===== src/rtl/itar_pkg.sv =====
// Shared types, constants and the digit table of the integer to ASCII converter.
package itar_pkg;

    // Default word width of the converted integer.
    localparam int WORD_BITS_DEF = 32;

    // Division bits resolved in one cycle of the shared divider.
    localparam int DIV_STEPS = 8;

    // Entries in the queue between the front and back parts.
    localparam int QUEUE_DEPTH = 2;

    // Radix limits and the only radix that shows a sign.
    localparam logic [4:0] RADIX_MIN = 5'd2;
    localparam logic [4:0] RADIX_MAX = 5'd16;
    localparam logic [4:0] RADIX_DEC = 5'd10;

    // Power-of-two radices.
    localparam logic [4:0] RADIX_BIN = 5'd2;
    localparam logic [4:0] RADIX_QUA = 5'd4;
    localparam logic [4:0] RADIX_OCT = 5'd8;
    localparam logic [4:0] RADIX_HEX = 5'd16;

    localparam logic [6:0] CHAR_MINUS = 7'h2D;

    // Classified job as it travels from the front to the back part.
    typedef struct packed {
        logic [4:0] radix;
        logic       pow2;
        logic [2:0] shift;
        logic       neg;
    } t_job;

    // Maps a digit value to its ASCII code, 0-9 then uppercase A-F.
    function automatic logic [6:0] digit_char(input logic [3:0] digit);
        logic [6:0] ch;
        unique case (digit)
            4'h0: ch = 7'h30;
            4'h1: ch = 7'h31;
            4'h2: ch = 7'h32;
            4'h3: ch = 7'h33;
            4'h4: ch = 7'h34;
            4'h5: ch = 7'h35;
            4'h6: ch = 7'h36;
            4'h7: ch = 7'h37;
            4'h8: ch = 7'h38;
            4'h9: ch = 7'h39;
            4'hA: ch = 7'h41;
            4'hB: ch = 7'h42;
            4'hC: ch = 7'h43;
            4'hD: ch = 7'h44;
            4'hE: ch = 7'h45;
            4'hF: ch = 7'h46;
        endcase
        return ch;
    endfunction

endpackage


===== src/rtl/itar_front.sv =====
// Front part: accepts a transaction, clamps the radix and splits sign from magnitude.
module itar_front import itar_pkg::*; #(
    parameter int WORD_BITS = WORD_BITS_DEF
) (
    input  logic                 i_start,
    input  logic                 i_full,
    input  logic [WORD_BITS-1:0] i_value,
    input  logic [4:0]           i_base,
    output logic                 o_busy,
    output logic                 o_push,
    output logic [WORD_BITS-1:0] o_mag,
    output t_job                 o_job
);

    logic [4:0] w_radix;
    logic [2:0] w_shift;
    logic       w_neg;

    // Out-of-range radices saturate to the nearest legal one.
    always_comb begin
        priority if (i_base < RADIX_MIN) begin
            w_radix = RADIX_MIN;
        end else if (i_base > RADIX_MAX) begin
            w_radix = RADIX_MAX;
        end else begin
            w_radix = i_base;
        end
    end

    // Power-of-two radices are handled by plain bit slicing in the back part.
    always_comb begin
        unique case (w_radix)
            RADIX_BIN: w_shift = 3'd1;
            RADIX_QUA: w_shift = 3'd2;
            RADIX_OCT: w_shift = 3'd3;
            RADIX_HEX: w_shift = 3'd4;
            default:   w_shift = 3'd0;
        endcase
    end

    assign w_neg  = (w_radix == RADIX_DEC) && i_value[WORD_BITS-1];
    assign o_mag  = w_neg ? (~i_value + WORD_BITS'(1)) : i_value;
    assign o_busy = i_full;
    assign o_push = i_start && !i_full;

    assign o_job.radix = w_radix;
    assign o_job.pow2  = (w_shift != 3'd0);
    assign o_job.shift = w_shift;
    assign o_job.neg   = w_neg;

endmodule


===== src/rtl/itar_fifo.sv =====
// Short queue of classified jobs between the front and back parts.
module itar_fifo import itar_pkg::*; #(
    parameter int DW    = 8,
    parameter int DEPTH = QUEUE_DEPTH
) (
    input  logic          i_clk,
    input  logic          i_rst_n,
    input  logic          i_push,
    input  logic [DW-1:0] i_data,
    input  logic          i_pop,
    output logic          o_full,
    output logic          o_valid,
    output logic [DW-1:0] o_data
);

    localparam int PW = (DEPTH > 1) ? $clog2(DEPTH) : 1;
    localparam int CW = $clog2(DEPTH + 1);

    logic [DW-1:0] r_mem [DEPTH];
    logic [PW-1:0] r_wp, n_wp;
    logic [PW-1:0] r_rp, n_rp;
    logic [CW-1:0] r_cnt, n_cnt;
    logic          w_wr, w_rd;

    assign w_wr    = i_push && !o_full;
    assign w_rd    = i_pop && o_valid;
    assign o_full  = (r_cnt == CW'(DEPTH));
    assign o_valid = (r_cnt != '0);
    assign o_data  = r_mem[r_rp];

    always_comb begin
        n_wp  = r_wp;
        n_rp  = r_rp;
        n_cnt = r_cnt;
        if (w_wr) begin
            n_wp = (r_wp == PW'(DEPTH - 1)) ? '0 : r_wp + PW'(1);
        end
        if (w_rd) begin
            n_rp = (r_rp == PW'(DEPTH - 1)) ? '0 : r_rp + PW'(1);
        end
        if (w_wr && !w_rd) begin
            n_cnt = r_cnt + CW'(1);
        end else if (w_rd && !w_wr) begin
            n_cnt = r_cnt - CW'(1);
        end
    end

    always_ff @(posedge i_clk) begin
        if (!i_rst_n) begin
            r_wp  <= '0;
            r_rp  <= '0;
            r_cnt <= '0;
        end else begin
            r_wp  <= n_wp;
            r_rp  <= n_rp;
            r_cnt <= n_cnt;
        end
    end

    always_ff @(posedge i_clk) begin
        if (w_wr) begin
            r_mem[r_wp] <= i_data;
        end
    end

endmodule


===== src/rtl/itar_back.sv =====
// Back part: iterative radix conversion into a digit store, then emission MSD first.
module itar_back import itar_pkg::*; #(
    parameter int WORD_BITS = WORD_BITS_DEF
) (
    input  logic                 i_clk,
    input  logic                 i_rst_n,
    input  logic                 i_job_valid,
    input  logic [WORD_BITS-1:0] i_mag,
    input  t_job                 i_job,
    output logic                 o_pop,
    output logic                 o_strobe,
    output logic [6:0]           o_character,
    output logic                 o_last
);

    localparam int CHUNKS = (WORD_BITS + DIV_STEPS - 1) / DIV_STEPS;
    localparam int PADW   = CHUNKS * DIV_STEPS;
    localparam int CHW    = (CHUNKS > 1) ? $clog2(CHUNKS) : 1;
    localparam int IDXW   = $clog2(WORD_BITS);
    localparam int NDW    = $clog2(WORD_BITS + 1);

    typedef enum logic [4:0] {
        ST_IDLE  = 5'b00001,
        ST_CONV  = 5'b00010,
        ST_PRIME = 5'b00100,
        ST_SIGN  = 5'b01000,
        ST_EMIT  = 5'b10000
    } t_state;

    t_state          r_state, n_state;
    t_job            r_job, n_job;
    logic [PADW-1:0] r_q, n_q;
    logic [3:0]      r_rem, n_rem;
    logic [CHW-1:0]  r_chunk, n_chunk;
    logic [NDW-1:0]  r_nd, n_nd;
    logic [IDXW-1:0] r_ptr, n_ptr;
    logic [NDW-1:0]  r_left, n_left;
    logic [3:0]      r_rd;

    logic [3:0]      r_digits [WORD_BITS];

    logic [PADW-1:0] w_div_q;
    logic [3:0]      w_div_rem;
    logic [4:0]      w_one;
    logic [3:0]      w_mask;
    logic            w_wr;
    logic [3:0]      w_digit;
    logic            w_rd_en;

    // Long division by the radix, DIV_STEPS quotient bits per cycle, in place.
    always_comb begin
        logic [PADW-1:0] q;
        logic [4:0]      t;
        logic [3:0]      rem;
        q   = r_q;
        rem = r_rem;
        for (int i = 0; i < DIV_STEPS; i++) begin
            t = {rem, q[PADW-1]};
            q = {q[PADW-2:0], 1'b0};
            if (t >= r_job.radix) begin
                t    = t - r_job.radix;
                q[0] = 1'b1;
            end
            rem = t[3:0];
        end
        w_div_q   = q;
        w_div_rem = rem;
    end

    assign w_one  = 5'd1 << r_job.shift;
    assign w_mask = 4'(w_one - 5'd1);

    assign o_pop = (r_state == ST_IDLE) && i_job_valid;

    always_comb begin
        logic done;
        done    = 1'b0;
        n_state = r_state;
        n_job   = r_job;
        n_q     = r_q;
        n_rem   = r_rem;
        n_chunk = r_chunk;
        n_nd    = r_nd;
        n_ptr   = r_ptr;
        n_left  = r_left;
        w_wr    = 1'b0;
        w_digit = '0;
        w_rd_en = 1'b0;
        unique case (r_state)
            ST_IDLE: begin
                if (i_job_valid) begin
                    n_job   = i_job;
                    n_q     = PADW'(i_mag);
                    n_rem   = '0;
                    n_chunk = '0;
                    n_nd    = '0;
                    n_state = ST_CONV;
                end
            end
            ST_CONV: begin
                if (r_job.pow2) begin
                    w_wr    = 1'b1;
                    w_digit = r_q[3:0] & w_mask;
                    n_q     = r_q >> r_job.shift;
                    done    = (n_q == '0);
                end else begin
                    n_q   = w_div_q;
                    n_rem = w_div_rem;
                    if (r_chunk == CHW'(CHUNKS - 1)) begin
                        w_wr    = 1'b1;
                        w_digit = w_div_rem;
                        n_rem   = '0;
                        n_chunk = '0;
                        done    = (w_div_q == '0);
                    end else begin
                        n_chunk = r_chunk + CHW'(1);
                    end
                end
                if (w_wr) begin
                    n_nd = r_nd + NDW'(1);
                end
                if (done) begin
                    n_ptr   = r_nd[IDXW-1:0];
                    n_left  = r_nd + NDW'(1);
                    n_state = ST_PRIME;
                end
            end
            ST_PRIME: begin
                w_rd_en = 1'b1;
                n_ptr   = r_ptr - IDXW'(1);
                n_state = r_job.neg ? ST_SIGN : ST_EMIT;
            end
            ST_SIGN: begin
                n_state = ST_EMIT;
            end
            ST_EMIT: begin
                w_rd_en = 1'b1;
                n_ptr   = r_ptr - IDXW'(1);
                n_left  = r_left - NDW'(1);
                if (r_left == NDW'(1)) begin
                    n_state = ST_IDLE;
                end
            end
            default: begin
                n_state = ST_IDLE;
            end
        endcase
    end

    always_ff @(posedge i_clk) begin
        if (!i_rst_n) begin
            r_state <= ST_IDLE;
        end else begin
            r_state <= n_state;
        end
    end

    always_ff @(posedge i_clk) begin
        r_job   <= n_job;
        r_q     <= n_q;
        r_rem   <= n_rem;
        r_chunk <= n_chunk;
        r_nd    <= n_nd;
        r_ptr   <= n_ptr;
        r_left  <= n_left;
    end

    // Digit store, written least significant digit first and read back downward.
    always_ff @(posedge i_clk) begin
        if (w_wr) begin
            r_digits[r_nd[IDXW-1:0]] <= w_digit;
        end
    end

    always_ff @(posedge i_clk) begin
        if (w_rd_en) begin
            r_rd <= r_digits[r_ptr];
        end
    end

    assign o_strobe    = (r_state == ST_SIGN) || (r_state == ST_EMIT);
    assign o_character = (r_state == ST_SIGN) ? CHAR_MINUS : digit_char(r_rd);
    assign o_last      = (r_state == ST_EMIT) && (r_left == NDW'(1));

    a_emit_has_digits: assert property (@(posedge i_clk) disable iff (!i_rst_n)
        (r_state == ST_EMIT) |-> (r_left != '0))
        else $error("emitting with no digits left");

    a_last_then_gap: assert property (@(posedge i_clk) disable iff (!i_rst_n)
        o_last |=> !o_strobe)
        else $error("character strobed directly after the last one");

    a_digit_count: assert property (@(posedge i_clk) disable iff (!i_rst_n)
        (r_state == ST_CONV) |-> (r_nd < NDW'(WORD_BITS)))
        else $error("digit store overrun");

    a_sign_only_dec: assert property (@(posedge i_clk) disable iff (!i_rst_n)
        (r_state == ST_SIGN) |-> (r_job.neg && (r_job.radix == RADIX_DEC)))
        else $error("sign emitted outside radix ten");

    a_pop_idle: assert property (@(posedge i_clk) disable iff (!i_rst_n)
        o_pop |=> (r_state == ST_CONV))
        else $error("popped job did not start conversion");

endmodule


===== src/rtl/integer_to_ascii_radix.sv =====
// Top level of the integer to ASCII converter for radices 2 to 16.
//
// Usage: a transaction is offered with start high and taken at a rising edge where
// busy is low; i_value and i_base are sampled then. Radices below 2 act as 2 and
// above 16 act as 16. Only radix ten shows negative values, as '-' and magnitude.
// The text comes out on o_character one character per strobed cycle, most
// significant digit first, with o_last on the final character; no terminator.
// The receiver cannot stall: each character is valid for exactly one cycle.
// A two-entry queue sits between the front and back parts, so busy rises only
// when two numbers are waiting behind the one being converted.
// The back part takes a job from the queue, then finds the digits by bit slicing
// in a power-of-two radix, or in any other radix on the shared 8-bit-per-cycle
// divider, then reads the digit store, then emits the characters (a sign first,
// if any). The first character appears in the cycle right after the store read.
// A new job is taken from the queue only after the last character of the one
// before it has come out.
// Reset is synchronous and active low; it empties the queue and idles the back
// part, and any text in flight is dropped.
module integer_to_ascii_radix import itar_pkg::*; #(
    parameter int WORD_BITS = WORD_BITS_DEF
) (
    input  logic                 i_clk,
    input  logic                 i_rst_n,
    input  logic                 start,
    output logic                 busy,
    input  logic [WORD_BITS-1:0] i_value,
    input  logic [4:0]           i_base,
    output logic                 o_strobe,
    output logic [6:0]           o_character,
    output logic                 o_last
);

    localparam int JOB_W = $bits(t_job);
    localparam int QW    = WORD_BITS + JOB_W;

    logic                 w_full;
    logic                 w_push;
    logic [WORD_BITS-1:0] w_front_mag;
    t_job                 w_front_job;
    logic                 w_q_valid;
    logic [QW-1:0]        w_q_data;
    logic                 w_pop;
    t_job                 w_back_job;

    // The front part classifies each accepted transaction in the same cycle.
    itar_front #(
        .WORD_BITS(WORD_BITS)
    ) u_front (
        .i_start (start),
        .i_full  (w_full),
        .i_value (i_value),
        .i_base  (i_base),
        .o_busy  (busy),
        .o_push  (w_push),
        .o_mag   (w_front_mag),
        .o_job   (w_front_job)
    );

    // Classified jobs wait here while the back part is converting.
    itar_fifo #(
        .DW    (QW),
        .DEPTH (QUEUE_DEPTH)
    ) u_queue (
        .i_clk   (i_clk),
        .i_rst_n (i_rst_n),
        .i_push  (w_push),
        .i_data  ({w_front_mag, w_front_job}),
        .i_pop   (w_pop),
        .o_full  (w_full),
        .o_valid (w_q_valid),
        .o_data  (w_q_data)
    );

    assign w_back_job = w_q_data[JOB_W-1:0];

    // The back part converts one job at a time and streams its characters.
    itar_back #(
        .WORD_BITS(WORD_BITS)
    ) u_back (
        .i_clk       (i_clk),
        .i_rst_n     (i_rst_n),
        .i_job_valid (w_q_valid),
        .i_mag       (w_q_data[QW-1:JOB_W]),
        .i_job       (w_back_job),
        .o_pop       (w_pop),
        .o_strobe    (o_strobe),
        .o_character (o_character),
        .o_last      (o_last)
    );

endmodule


===== config.mk =====
export PLATFORM = sky130hd
export DESIGN_NAME = integer_to_ascii_radix
export DESIGN_NICKNAME = d
export VERILOG_FILES = /design/src/rtl/itar_pkg.sv /design/src/rtl/itar_front.sv /design/src/rtl/itar_fifo.sv /design/src/rtl/itar_back.sv /design/src/rtl/integer_to_ascii_radix.sv
export SDC_FILE = /design/constraint.sdc
export NUM_CORES = 1
export LEC_CHECK = 0
export BUFFER_PORTS_ARGS = -buffer_cell sky130_fd_sc_hd__buf_2
export CORE_UTILIZATION = 63
export DETAILED_ROUTE_END_ITERATION = 8
export PLACE_DENSITY_LB_ADDON = 0.3
export SETUP_SLACK_MARGIN = 0.02
export SLEW_MARGIN = 20
export SYNTH_ARGS = -nofsm -noshare
export SYNTH_HDL_FRONTEND = slang
export SYNTH_SLANG_ARGS = --single-unit
export TNS_END_PERCENT = 100

===== constraint.sdc =====
create_clock -name i_clk -period 24.5 [get_ports i_clk]
set_input_delay 3.675 -clock i_clk [delete_from_list [all_inputs] [get_ports i_clk]]
set_output_delay 3.675 -clock i_clk [all_outputs]
set_load 0.05 [all_outputs]

After elaboration in Yosys (flattened, before gate mapping) --
Memory sizes are Yosys's and may differ from the RTL's. A register that Yosys moved wholly into a read port is not among the register bits. Cells that the tools add are included. W data, S select, Z words.
Word-level totals: ROM bits 112, RAM bits 212, output and inout port bits 10, memories kept 3, bits of input ports 40, logic and storage cells 160, flip-flop bits (word level) 74
Memory list:
- u_back.r_digits | depth 32, bits a word 4, read ports 1, clocked after Yosys merged registers in 1, write ports 1, line itar_back.sv:40 | logic [3:0] r_digits [WORD_BITS];
- (no name shown) | depth 16, bits a word 7, read ports 1, clocked after Yosys merged registers in 0, write ports 0, line itar_pkg.sv:37 | unique case (digit)
- u_queue.r_mem | depth 2, bits a word 42, read ports 1, clocked after Yosys merged registers in 1, write ports 1, line itar_fifo.sv:19 | logic [DW-1:0] r_mem [DEPTH];
Operators by class: reductions and logical operators 28, bitwise logic cells 2, magnitude comparators 10, shifts and indexed selects 2, add/subtract/negate cells 18, eq/ne operators 18, muxes and demuxes 65
Operators by type and width (number):
- $mux W32 | 3
- $logic_not A32 Y1 | 2
- $pmux W32 S2 | 1
- $mux W4 | 14
- $ge A5 B5 Y1 | 8
- $mux W5 | 7
- $add A32 B1 Y32 const B | 1
- $not A32 Y32 | 1
- $shr A32 B3 Y32 | 1
- $sub A4 B4 Y4 | 8
- $pmux W5 S5 | 1
- $mux W1 | 24
- $pmux W6 S2 | 2
- $mux W6 | 3
- $eq A5 B4 Y1 const B | 3
- $pmux W3 S4 | 1
- $eq A5 B2 Y1 const B | 2
- $eq A5 B3 Y1 const B | 2
- $eq A5 B5 Y1 const B | 2
- $mux W2 | 5
- $pmux W5 S2 | 1
- $reduce_bool A2 Y1 | 5
- $reduce_and A3 Y1 | 3
- $logic_and A1 B1 Y1 | 8
- 24 further kinds | 35

Longest topological paths before layout --
Gate-level depths: netlist of run 1.
depth in word-level cells 22, gate-level depth with buffers 53, depth with buffers taken out 52

Modules after synthesis --
From an unflattened synthesis of run 1, not the netlist that was laid out.
Second synthesis, totals: cells, all modules 1306, area, all modules 16299.4 µm²
Modules (own cells, without submodules):
- itar_back | area each 12181.7 µm², instances 1, seq. area each 6015.8 µm², cells each 1027
- itar_fifo | area each 3256.9 µm², instances 1, seq. area each 2622.5 µm², cells each 156
- itar_front | area each 860.8 µm², instances 1, seq. area each 0.0 µm², cells each 123

Worst setup path before layout of run 1 --
No wires, ideal clock.
kind reg2reg, from register u_back.r_job[6] in the netlist's numbering, to memory u_back.r_digits[0][2], data pin, data required time 24.123 ns, data arrival time 12.096 ns, library setup time 0.377 ns, stages on the path, launching flop included 40, period minus slack after synthesis 12.473 ns, path slack 12.027 ns, path buffers 0, path through edfxtp_1 -> inv_1 -> ha_1 -> a211oi_1 -> o31ai_1 -> mux2_2 -> ha_1 -> o211ai_1 -> o21ai_1 -> mux2_2 -> ha_1 -> o211ai_1 -> o21ai_1 -> mux2_2 -> ha_1 -> o211ai_1 -> o21ai_1 -> mux2_2 -> [... 4 more ...] -> mux2_2 -> ha_1 -> nand2_1 -> o21ai_1 -> mux2_2 -> ha_1 -> nand2_1 -> o31ai_1 -> nand2_1 -> o21ai_0 -> inv_1 -> ha_1 -> a21o_1 -> a21oi_1 -> o21ai_1 -> o21ai_0 -> or3b_2 -> a21oi_1
Between the ends: word-level cells in the longest chain between the ends 19, elaborated cells between the ends (all ways) 27, those cells by class add/sub (8); order compare (8); mux (11)
Ends and longest elaborated chain:
- start, declared | line itar_back.sv:31 | t_job r_job, n_job;
- start signal, assigned | line itar_back.sv:159 | r_job <= n_job;
- $sub A4 B4 Y4 / $ge A5 B5 Y1 (equally long branches) | line itar_back.sv:61, itar_back.sv:60
- $mux W4 | line itar_back.sv:60 | if (t >= r_job.radix) begin
- $sub A4 B4 Y4 / $ge A5 B5 Y1 (equally long branches) | line itar_back.sv:61, itar_back.sv:60
- $mux W4 | line itar_back.sv:60
- $sub A4 B4 Y4 / $ge A5 B5 Y1 (equally long branches) | line itar_back.sv:61, itar_back.sv:60
- $mux W4 | line itar_back.sv:60
- $ge A5 B5 Y1 / $sub A4 B4 Y4 (equally long branches) | line itar_back.sv:60, itar_back.sv:61
- $mux W4 | line itar_back.sv:60
- [... 4 more ...]
- $ge A5 B5 Y1 / $sub A4 B4 Y4 (equally long branches) | line itar_back.sv:60, itar_back.sv:61
- $mux W4 | line itar_back.sv:60
- $sub A4 B4 Y4 / $ge A5 B5 Y1 (equally long branches) | line itar_back.sv:61, itar_back.sv:60
- $mux W4 * | line itar_back.sv:60
- $mux W4 * | line itar_back.sv:109 | if (r_chunk == CHW'(CHUNKS - 1)) begin
- $mux W4 * | line itar_back.sv:101 | if (r_job.pow2) begin
- $mux W4 * | line itar_back.sv:89 | unique case (r_state)
- via u_back.w_digit[2] | line itar_back.sv:47 | logic [3:0] w_digit;
- end, declared | line itar_back.sv:40
The timed path passes the listed nets; every way through them passes the cells marked *.

Worst setup path after layout of run 1 --
from register u_back.r_job[6] in the netlist's numbering, to memory u_back.r_digits[4][2], data pin
The elaborated chain is that of the path after synthesis.

==> flow_metrics.env, run 1 <==
export IMPL_netlist_area_leader_share_pct=52.72
export IMPL_dp_slack_ps=10270
export IMPL_clock_path_buffers=3
export IMPL_path_class="reg -> reg"
export IMPL_cp_start_kind="flip-flop"
export IMPL_cp_max_fo=32
export IMPL_r2r_start="u_back.r_job[6]$_DFFE_PP_"
export IMPL_cts_root_buf="clkbuf_16"
export IMPL_path_delay_family="compound AO/OA/AOI/OAI gates"
export IMPL_ys_seq_area_share_pct=53.97
export IMPL_wl_um=37460
export IMPL_grt_pass1_vias=10780
export IMPL_grt_max_degree=75
export IMPL_grt_ovfl_total=0
export IMPL_end_kind="flip-flop"
export IMPL_synth_area_leaders="edfxtp_1, mux4_2, ha_1"
export IMPL_period_share_pct=57.03
export IMPL_grt_pass1_wl_um=59160
export IMPL_hold_buffers=0
export IMPL_cap_violations=0
export IMPL_ant_nets=0
export IMPL_die_h_um=161.4
export IMPL_critPathMaxStageDelay_ps=830
export IMPL_drv_slew=0
export IMPL_rsz0062_at_grt="false"
export IMPL_drtPass1Iterations=8
export IMPL_fmax_ghz=0.07157
export IMPL_routed_via_density=6.602
export IMPL_yosysWarnings=0
export IMPL_synth_nets=1390
export IMPL_first_iter_violations=1221
export IMPL_fin_ws_ps=10530
export IMPL_ys_flop_type="edfxtp_1"
export IMPL_netlist_area_um2=16010
export IMPL_critPathMostFrequentCell="ha_1"
export IMPL_dieArea_um2=26050
export IMPL_io_buffers=49
export IMPL_start_util_pct=65.05
export IMPL_clk_latency_ps=580
export IMPL_gp_congestion=0.8908
export IMPL_drcViolationCount=0
export IMPL_cts_htree_levels=1
export IMPL_finalSetupViolCount=0
export IMPL_holdCritPathClass="reg -> reg"
export IMPL_diodes=0
export IMPL_slew_headroom_pct=33.87
export IMPL_ff2ff_path_depth=41
export IMPL_hold_viol_final=0
export IMPL_vias=10973
export IMPL_syn2layout_area_growth_pct=9.772
export IMPL_synth_cell_types=70
export IMPL_outcome="finished, final reports clean"
export IMPL_cts_sinks=291
export IMPL_syn_inst=1289
export IMPL_yosysTopAreaCell="edfxtp_1"
export IMPL_die_width_um=161.4
export IMPL_r2r_slack_ps=10530
export IMPL_critPathLaunch="u_back.r_job[6]$_DFFE_PP_"
export IMPL_yosys_register_bits=291
export IMPL_grt_total_usage_pct=29.65
export IMPL_clock_skew_ps=30.55
export IMPL_tightest_slew_ps=983.5
export IMPL_cpMaxStageDelayCell="o31ai_1"
export IMPL_drive_above_1_share_pct=16.67
export IMPL_core_um2=24600
export IMPL_post_cts_buffers=0
export IMPL_r2r_end="u_back.r_digits[4][2]$_DFFE_PP_"
export IMPL_crit_arrival_ps=14230
export IMPL_setup_tns_ps=0
export IMPL_ios=50
export IMPL_clk_pin_slew_worst_paths_ps=70
export IMPL_synth_edf_count=281
export IMPL_crit_end="u_back.r_digits[4][2]$_DFFE_PP_"
export IMPL_wl_per_cell_um=22.54
export IMPL_cts_resized=0
export IMPL_crit_cells=41
export IMPL_critPathRequiredTime_ps=24760
export IMPL_worstPathBufferInverterCount=3
export IMPL_antenna_found_initial=1
export IMPL_syn_avg_cell_area_um2=12.42
export IMPL_cts_tree="yes"
export IMPL_layout_nets=1417
export IMPL_post_route_min_period_ps=13970
export IMPL_cts_buffers_inserted=28
export IMPL_rows=57
export IMPL_hpwl_um=24880
export IMPL_async_reset_ff_share_pct=0
-- layer usage --
| metal | vias up | part of all wire [%] | global-route usage, % |
|---|---|---|---|
| li1 | 4931 | - | - |
| met1 | 5358 | 41 | 41.84 |
| met2 | 575 | 47 | 47.65 |
| met3 | 109 | 8.4 | 4.468 |
| met4 | 0 | 3.4 | 9.863 |
| met5 | - | 0 | 0 |
-- how the worst min path moves through the flow --
stage                     cells after the start  slack (ps)                     startpoint                        endpoint
after global placement                        2         490      u_back.r_job[0]$_DFFE_PP_  u_back.r_state[3]$_SDFFE_PN0P_
after detailed placement                      2         530  u_queue.r_cnt[1]$_SDFFE_PN0P_   u_queue.r_cnt[1]$_SDFFE_PN0P_
after CTS                                     2         540  u_queue.r_cnt[1]$_SDFFE_PN0P_   u_queue.r_cnt[1]$_SDFFE_PN0P_
final                                         2         540  u_queue.r_cnt[1]$_SDFFE_PN0P_   u_queue.r_cnt[1]$_SDFFE_PN0P_
after floorplan                               2         450      u_back.r_job[0]$_DFFE_PP_  u_back.r_state[3]$_SDFFE_PN0P_
after global routing                          1         560  u_queue.r_mem[0][4]$_DFFE_PP_       u_back.r_job[4]$_DFFE_PP_
-- cell usage after synthesis, drive strengths merged, types with 4 or more instances --
cell / n
clkbuf: 50
nand4: 4
nor2b: 11
dfxtp: 10
and3: 4
fa: 8
nor2: 138
edfxtp: 281
o31ai: 7
and2: 6
mux2: 35
a31oi: 18
or3: 8
nand3b: 9
mux4: 57
xor2: 21
o211ai: 28
nand2: 103
o22ai: 4
mux2i: 59
a211oi: 11
ha: 53
o41ai: 5
a21o: 10
nor4: 17
nor3: 21
nor3b: 8
xnor2: 41
nand2b: 18
inv: 50
nand3: 18
o21ai: 54
buf: 19
a21oi: 64
-- flip-flops by register name (all words and copies together) (netlist names), named ones only --
| signal | count |
|---|---|
| u_back.r_digits | 128 |
| u_queue.r_mem | 84 |
| u_back.r_q | 32 |
| u_back.r_job | 10 |
| u_back.r_left | 6 |
| u_back.r_nd | 6 |
| u_back.r_ptr | 5 |
| u_back.r_state | 5 |
| u_back.r_rd | 4 |
| u_back.r_rem | 4 |
| u_back.r_chunk | 2 |
| u_queue.r_cnt | 2 |
| u_queue.r_rp | 1 |
| u_queue.r_wp | 1 |
-- kinds of logic after synthesis --
family | count (synthesis) | share of synthesized area, %
AND/OR/NAND/NOR | 373 | 11.16
XOR/XNOR | 62 | 3.393
multiplexers | 151 | 14.17
flip-flops | 291 | 53.97
adder cells (fa/ha/maj) | 62 | 5.206
AO/OA/AOI/OAI | 229 | 9.115
buffers and inverters | 121 | 2.978
-- layout make-up --
cell class                      instances  area [um^2]
Inverter                               52        195.2
Sequential cell                       291         8640
Fill cell                            1631         7036
Timing Repair Buffer                   66        372.9
Multi-Input combinational cell        877         6923
Tap cell                              324        405.4
Clock buffer                           29        704.4
Clock inverter                         23        329.1
-- cells in the final DEF, fill, tap and decap left out, types with 14 or more instances in the layout --
cell	synthesis	routed
a21oi_1	64	62
buf_4	3	17
inv_1	50	50
nor4_1	14	14
clkbuf_16	0	28
o211ai_1	28	28
nand2_1	102	102
a31oi_1	18	18
nand2b_1	18	18
buf_2	8	49
ha_1	53	53
nand3_1	17	17
xor2_1	21	21
mux2i_1	59	59
mux4_2	57	57
o21ai_0	47	47
xnor2_1	41	41
mux2_2	35	35
edfxtp_1	281	281
nor2_1	138	137
nor3_1	21	21
-- worst register-to-register path: cells and delay by family (launching register included) --
kind,cells,cell delay (ps)
AO/OA/AOI/OAI,21,6870
adder cells (fa/ha/maj),8,2600
multiplexers,5,1910
AND/OR/NAND/NOR,4,860
buffers and inverters,3,730
flip-flops,1,700
-- through the flow --
stage	cell area (um^2)	hold WS (ps)	util, %	std cells
5_1_grt	17570	562.4	71.41	1662
6_report	17570	537.5	71.41	1662
2_1_floorplan	16010	452.1	-	1289
3_5_place_dp	16520	528.7	67.16	1610
3_3_place_gp	16520	485.1	67.16	1610
4_1_cts	17560	541.1	71.36	1662
Power of run 1 is not shown: default switching activity piles up to over one toggle a cycle in this logic, so the estimate is an artifact.
==> run 2: changes to the inputs <==
CORE_UTILIZATION = 57   (was 63)
clock period = 11.7 ns   (was 24.5 ns; I/O delays follow)
==> flow_metrics.env, run 2 (synthesis gave the netlist of run 1 again) <==
export IMPL_grt_total_usage_pct=25.64
export IMPL_crit_arrival_ps=11350
export IMPL_cts_root_buf="clkbuf_16"
export IMPL_grt_max_degree=76
export IMPL_cts_buffers_inserted=29
export IMPL_drtPass1Iterations=9
export IMPL_cts_tree="yes"
export IMPL_finalSetupViolCount=0
export IMPL_wl_per_cell_um=20.92
export IMPL_syn2layout_area_growth_pct=10.94
export IMPL_post_route_min_period_ps=11030
export IMPL_wl_met3_um=2274
export IMPL_finalInstanceArea_um2=17760
export IMPL_hold_start="u_back.r_job[0]$_DFFE_PP_"
export IMPL_gp_congestion=0.9512
export IMPL_path_delay_family="compound AO/OA/AOI/OAI gates"
export IMPL_clk_pin_slew_worst_paths_ps=60
export IMPL_first_iter_violations=1194
export IMPL_hpwl_um=24610
export IMPL_layout_nets=1435
export IMPL_hold_buffers=0
export IMPL_dieArea_um2=28750
export IMPL_grt_pass1_wl_um=57620
export IMPL_diodes=0
export IMPL_tightest_slew_ps=1350
export IMPL_ff2ff_path_depth=49
export IMPL_drcViolationCount=0
export IMPL_core_um2=27250
export IMPL_period_share_pct=94.27
export IMPL_clk_latency_ps=540
export IMPL_critPathMostFrequentCell="ha_1"
export IMPL_clock_skew_ps=14.01
export IMPL_dp_cells=1674
export IMPL_mostFrequentLayoutCells="edfxtp_1, nor2_1, nand2_1"
export IMPL_route_met2_wl_um=18340
export IMPL_whs_endpoint="u_back.r_state[3]$_SDFFE_PN0P_"
export IMPL_cap_violations=0
export IMPL_cp_max_fo=32
export IMPL_cts_sinks=291
export IMPL_r2r_end="u_back.r_digits[27][2]$_DFFE_PP_"
export IMPL_holdCritPathClass="reg -> reg"
export IMPL_die_h_um=169.6
export IMPL_hold_viol_final=0
export IMPL_die_width_um=169.6
export IMPL_grt_pass1_vias=10652
export IMPL_top_layer_used="met4"
export IMPL_clock_path_buffers=3
export IMPL_cts_htree_levels=1
export IMPL_drive_above_1_share_pct=18.14
export IMPL_routed_via_density=6.251
export IMPL_rsz0062_at_grt="false"
export IMPL_cp_start_kind="flip-flop"
export IMPL_largest_reg_flops=128
export IMPL_wl_um=36150
export IMPL_place_area_um2=16720
export IMPL_critPathLaunch="u_back.r_job[5]$_DFFE_PP_"
export IMPL_hold_depth=2
export IMPL_drv_slew=0
export IMPL_slew_headroom_pct=9.028
export IMPL_cpMaxStageDelayCell="or3b_2"
export IMPL_post_cts_buffers=0
export IMPL_vias=10802
export IMPL_rows=60
export IMPL_antenna_found_initial=0
export IMPL_final_cells=1728
export IMPL_path_class="reg -> reg"
export IMPL_start_util_pct=58.73
export IMPL_ios=50
export IMPL_outcome="finished, final reports clean"
export IMPL_fin_util_pct=65.16
export IMPL_critPathRequiredTime_ps=12030
export IMPL_io_buffers=49
export IMPL_worstPathBufferInverterCount=7
export IMPL_grt_ovfl_total=0
export IMPL_setup_tns_ps=0
export IMPL_wl_met1_um=14290
export IMPL_r2r_start="u_back.r_job[5]$_DFFE_PP_"
export IMPL_ant_nets=0
export IMPL_r2r_slack_ps=670
export IMPL_end_kind="flip-flop"
export IMPL_critPathMaxStageDelay_ps=510
export IMPL_fmax_ghz=0.09067
export IMPL_layout_commonest_cell="edfxtp_1"
==> run 2: cell count changes in the layout (fill, tap and decap cells not counted), moves of 2 or more <==
cell,before,now
nor2_1,137,135
o21ai_2,0,4
o21ai_0,47,44
o31ai_1,7,5
inv_6,4,1
clkbuf_1,1,5
buf_4,17,33
nor2_4,1,4
o31ai_2,0,2
==> run 2: cell type report <==
| cell class | count | area [um^2] |
|---|---|---|
| fill | 1953 | 9494 |
| sequential | 291 | 8640 |
| multi-input combinational | 878 | 6969 |
| clock buffer | 34 | 744.5 |
| timing repair buffer | 82 | 493.0 |
| tap | 372 | 465.4 |
| clock inverter | 19 | 250.2 |
| inverter | 52 | 195.2 |
==> run 2: worst max-delay path by stage <==
stage,slack (ps),depth (start not counted),endpoint
4_1_cts,50,47,u_back.r_digits[1][0]$_DFFE_PP_
5_1_grt,40,53,u_back.r_digits[26][2]$_DFFE_PP_
3_5_place_dp,-0.6,48,u_back.r_digits[4][3]$_DFFE_PP_
2_1_floorplan,90,39,u_back.r_digits[0][2]$_DFFE_PP_
6_report,670,49,u_back.r_digits[27][2]$_DFFE_PP_
3_3_place_gp,650,49,u_back.r_digits[4][3]$_DFFE_PP_
==> run 2: what timing repair did <==
item,4_1_cts,5_1_grt
resized for setup,1,9
cloned,0,1
pin swaps,0,1
endpoints found under the setup margin,32,141
==> run 2: per-layer routing <==
layer	vias up	GRT usage, %
li1	4974	-
met1	5272	32.74
met2	467	45.41
met3	89	2.962
met4	0	8.735
met5	-	0
==> run 2: stage by stage <==
| stage | setup slack, ps | hold WS, ps |
|---|---|---|
| global placement | 654.8 | 517.7 |
| CTS | 50.79 | 522.3 |
| finish | 670.7 | 521.8 |
| global route | 42.55 | 569.3 |
| detailed placement | -0.5880 | 510.1 |
| floorplan | 88.96 | 452.1 |
==> run 2: worst reg2reg max path: cells and delay by family (launching register included) <==
family | cells | cell delay (ps)
multiplexers | 3 | 1070
adder cells (fa/ha/maj) | 8 | 2580
flip-flops | 1 | 400
buffers and inverters | 7 | 1240
AND/OR/NAND/NOR | 8 | 1340
AO/OA/AOI/OAI | 23 | 4190
Power of run 2 is left out for the same reason.
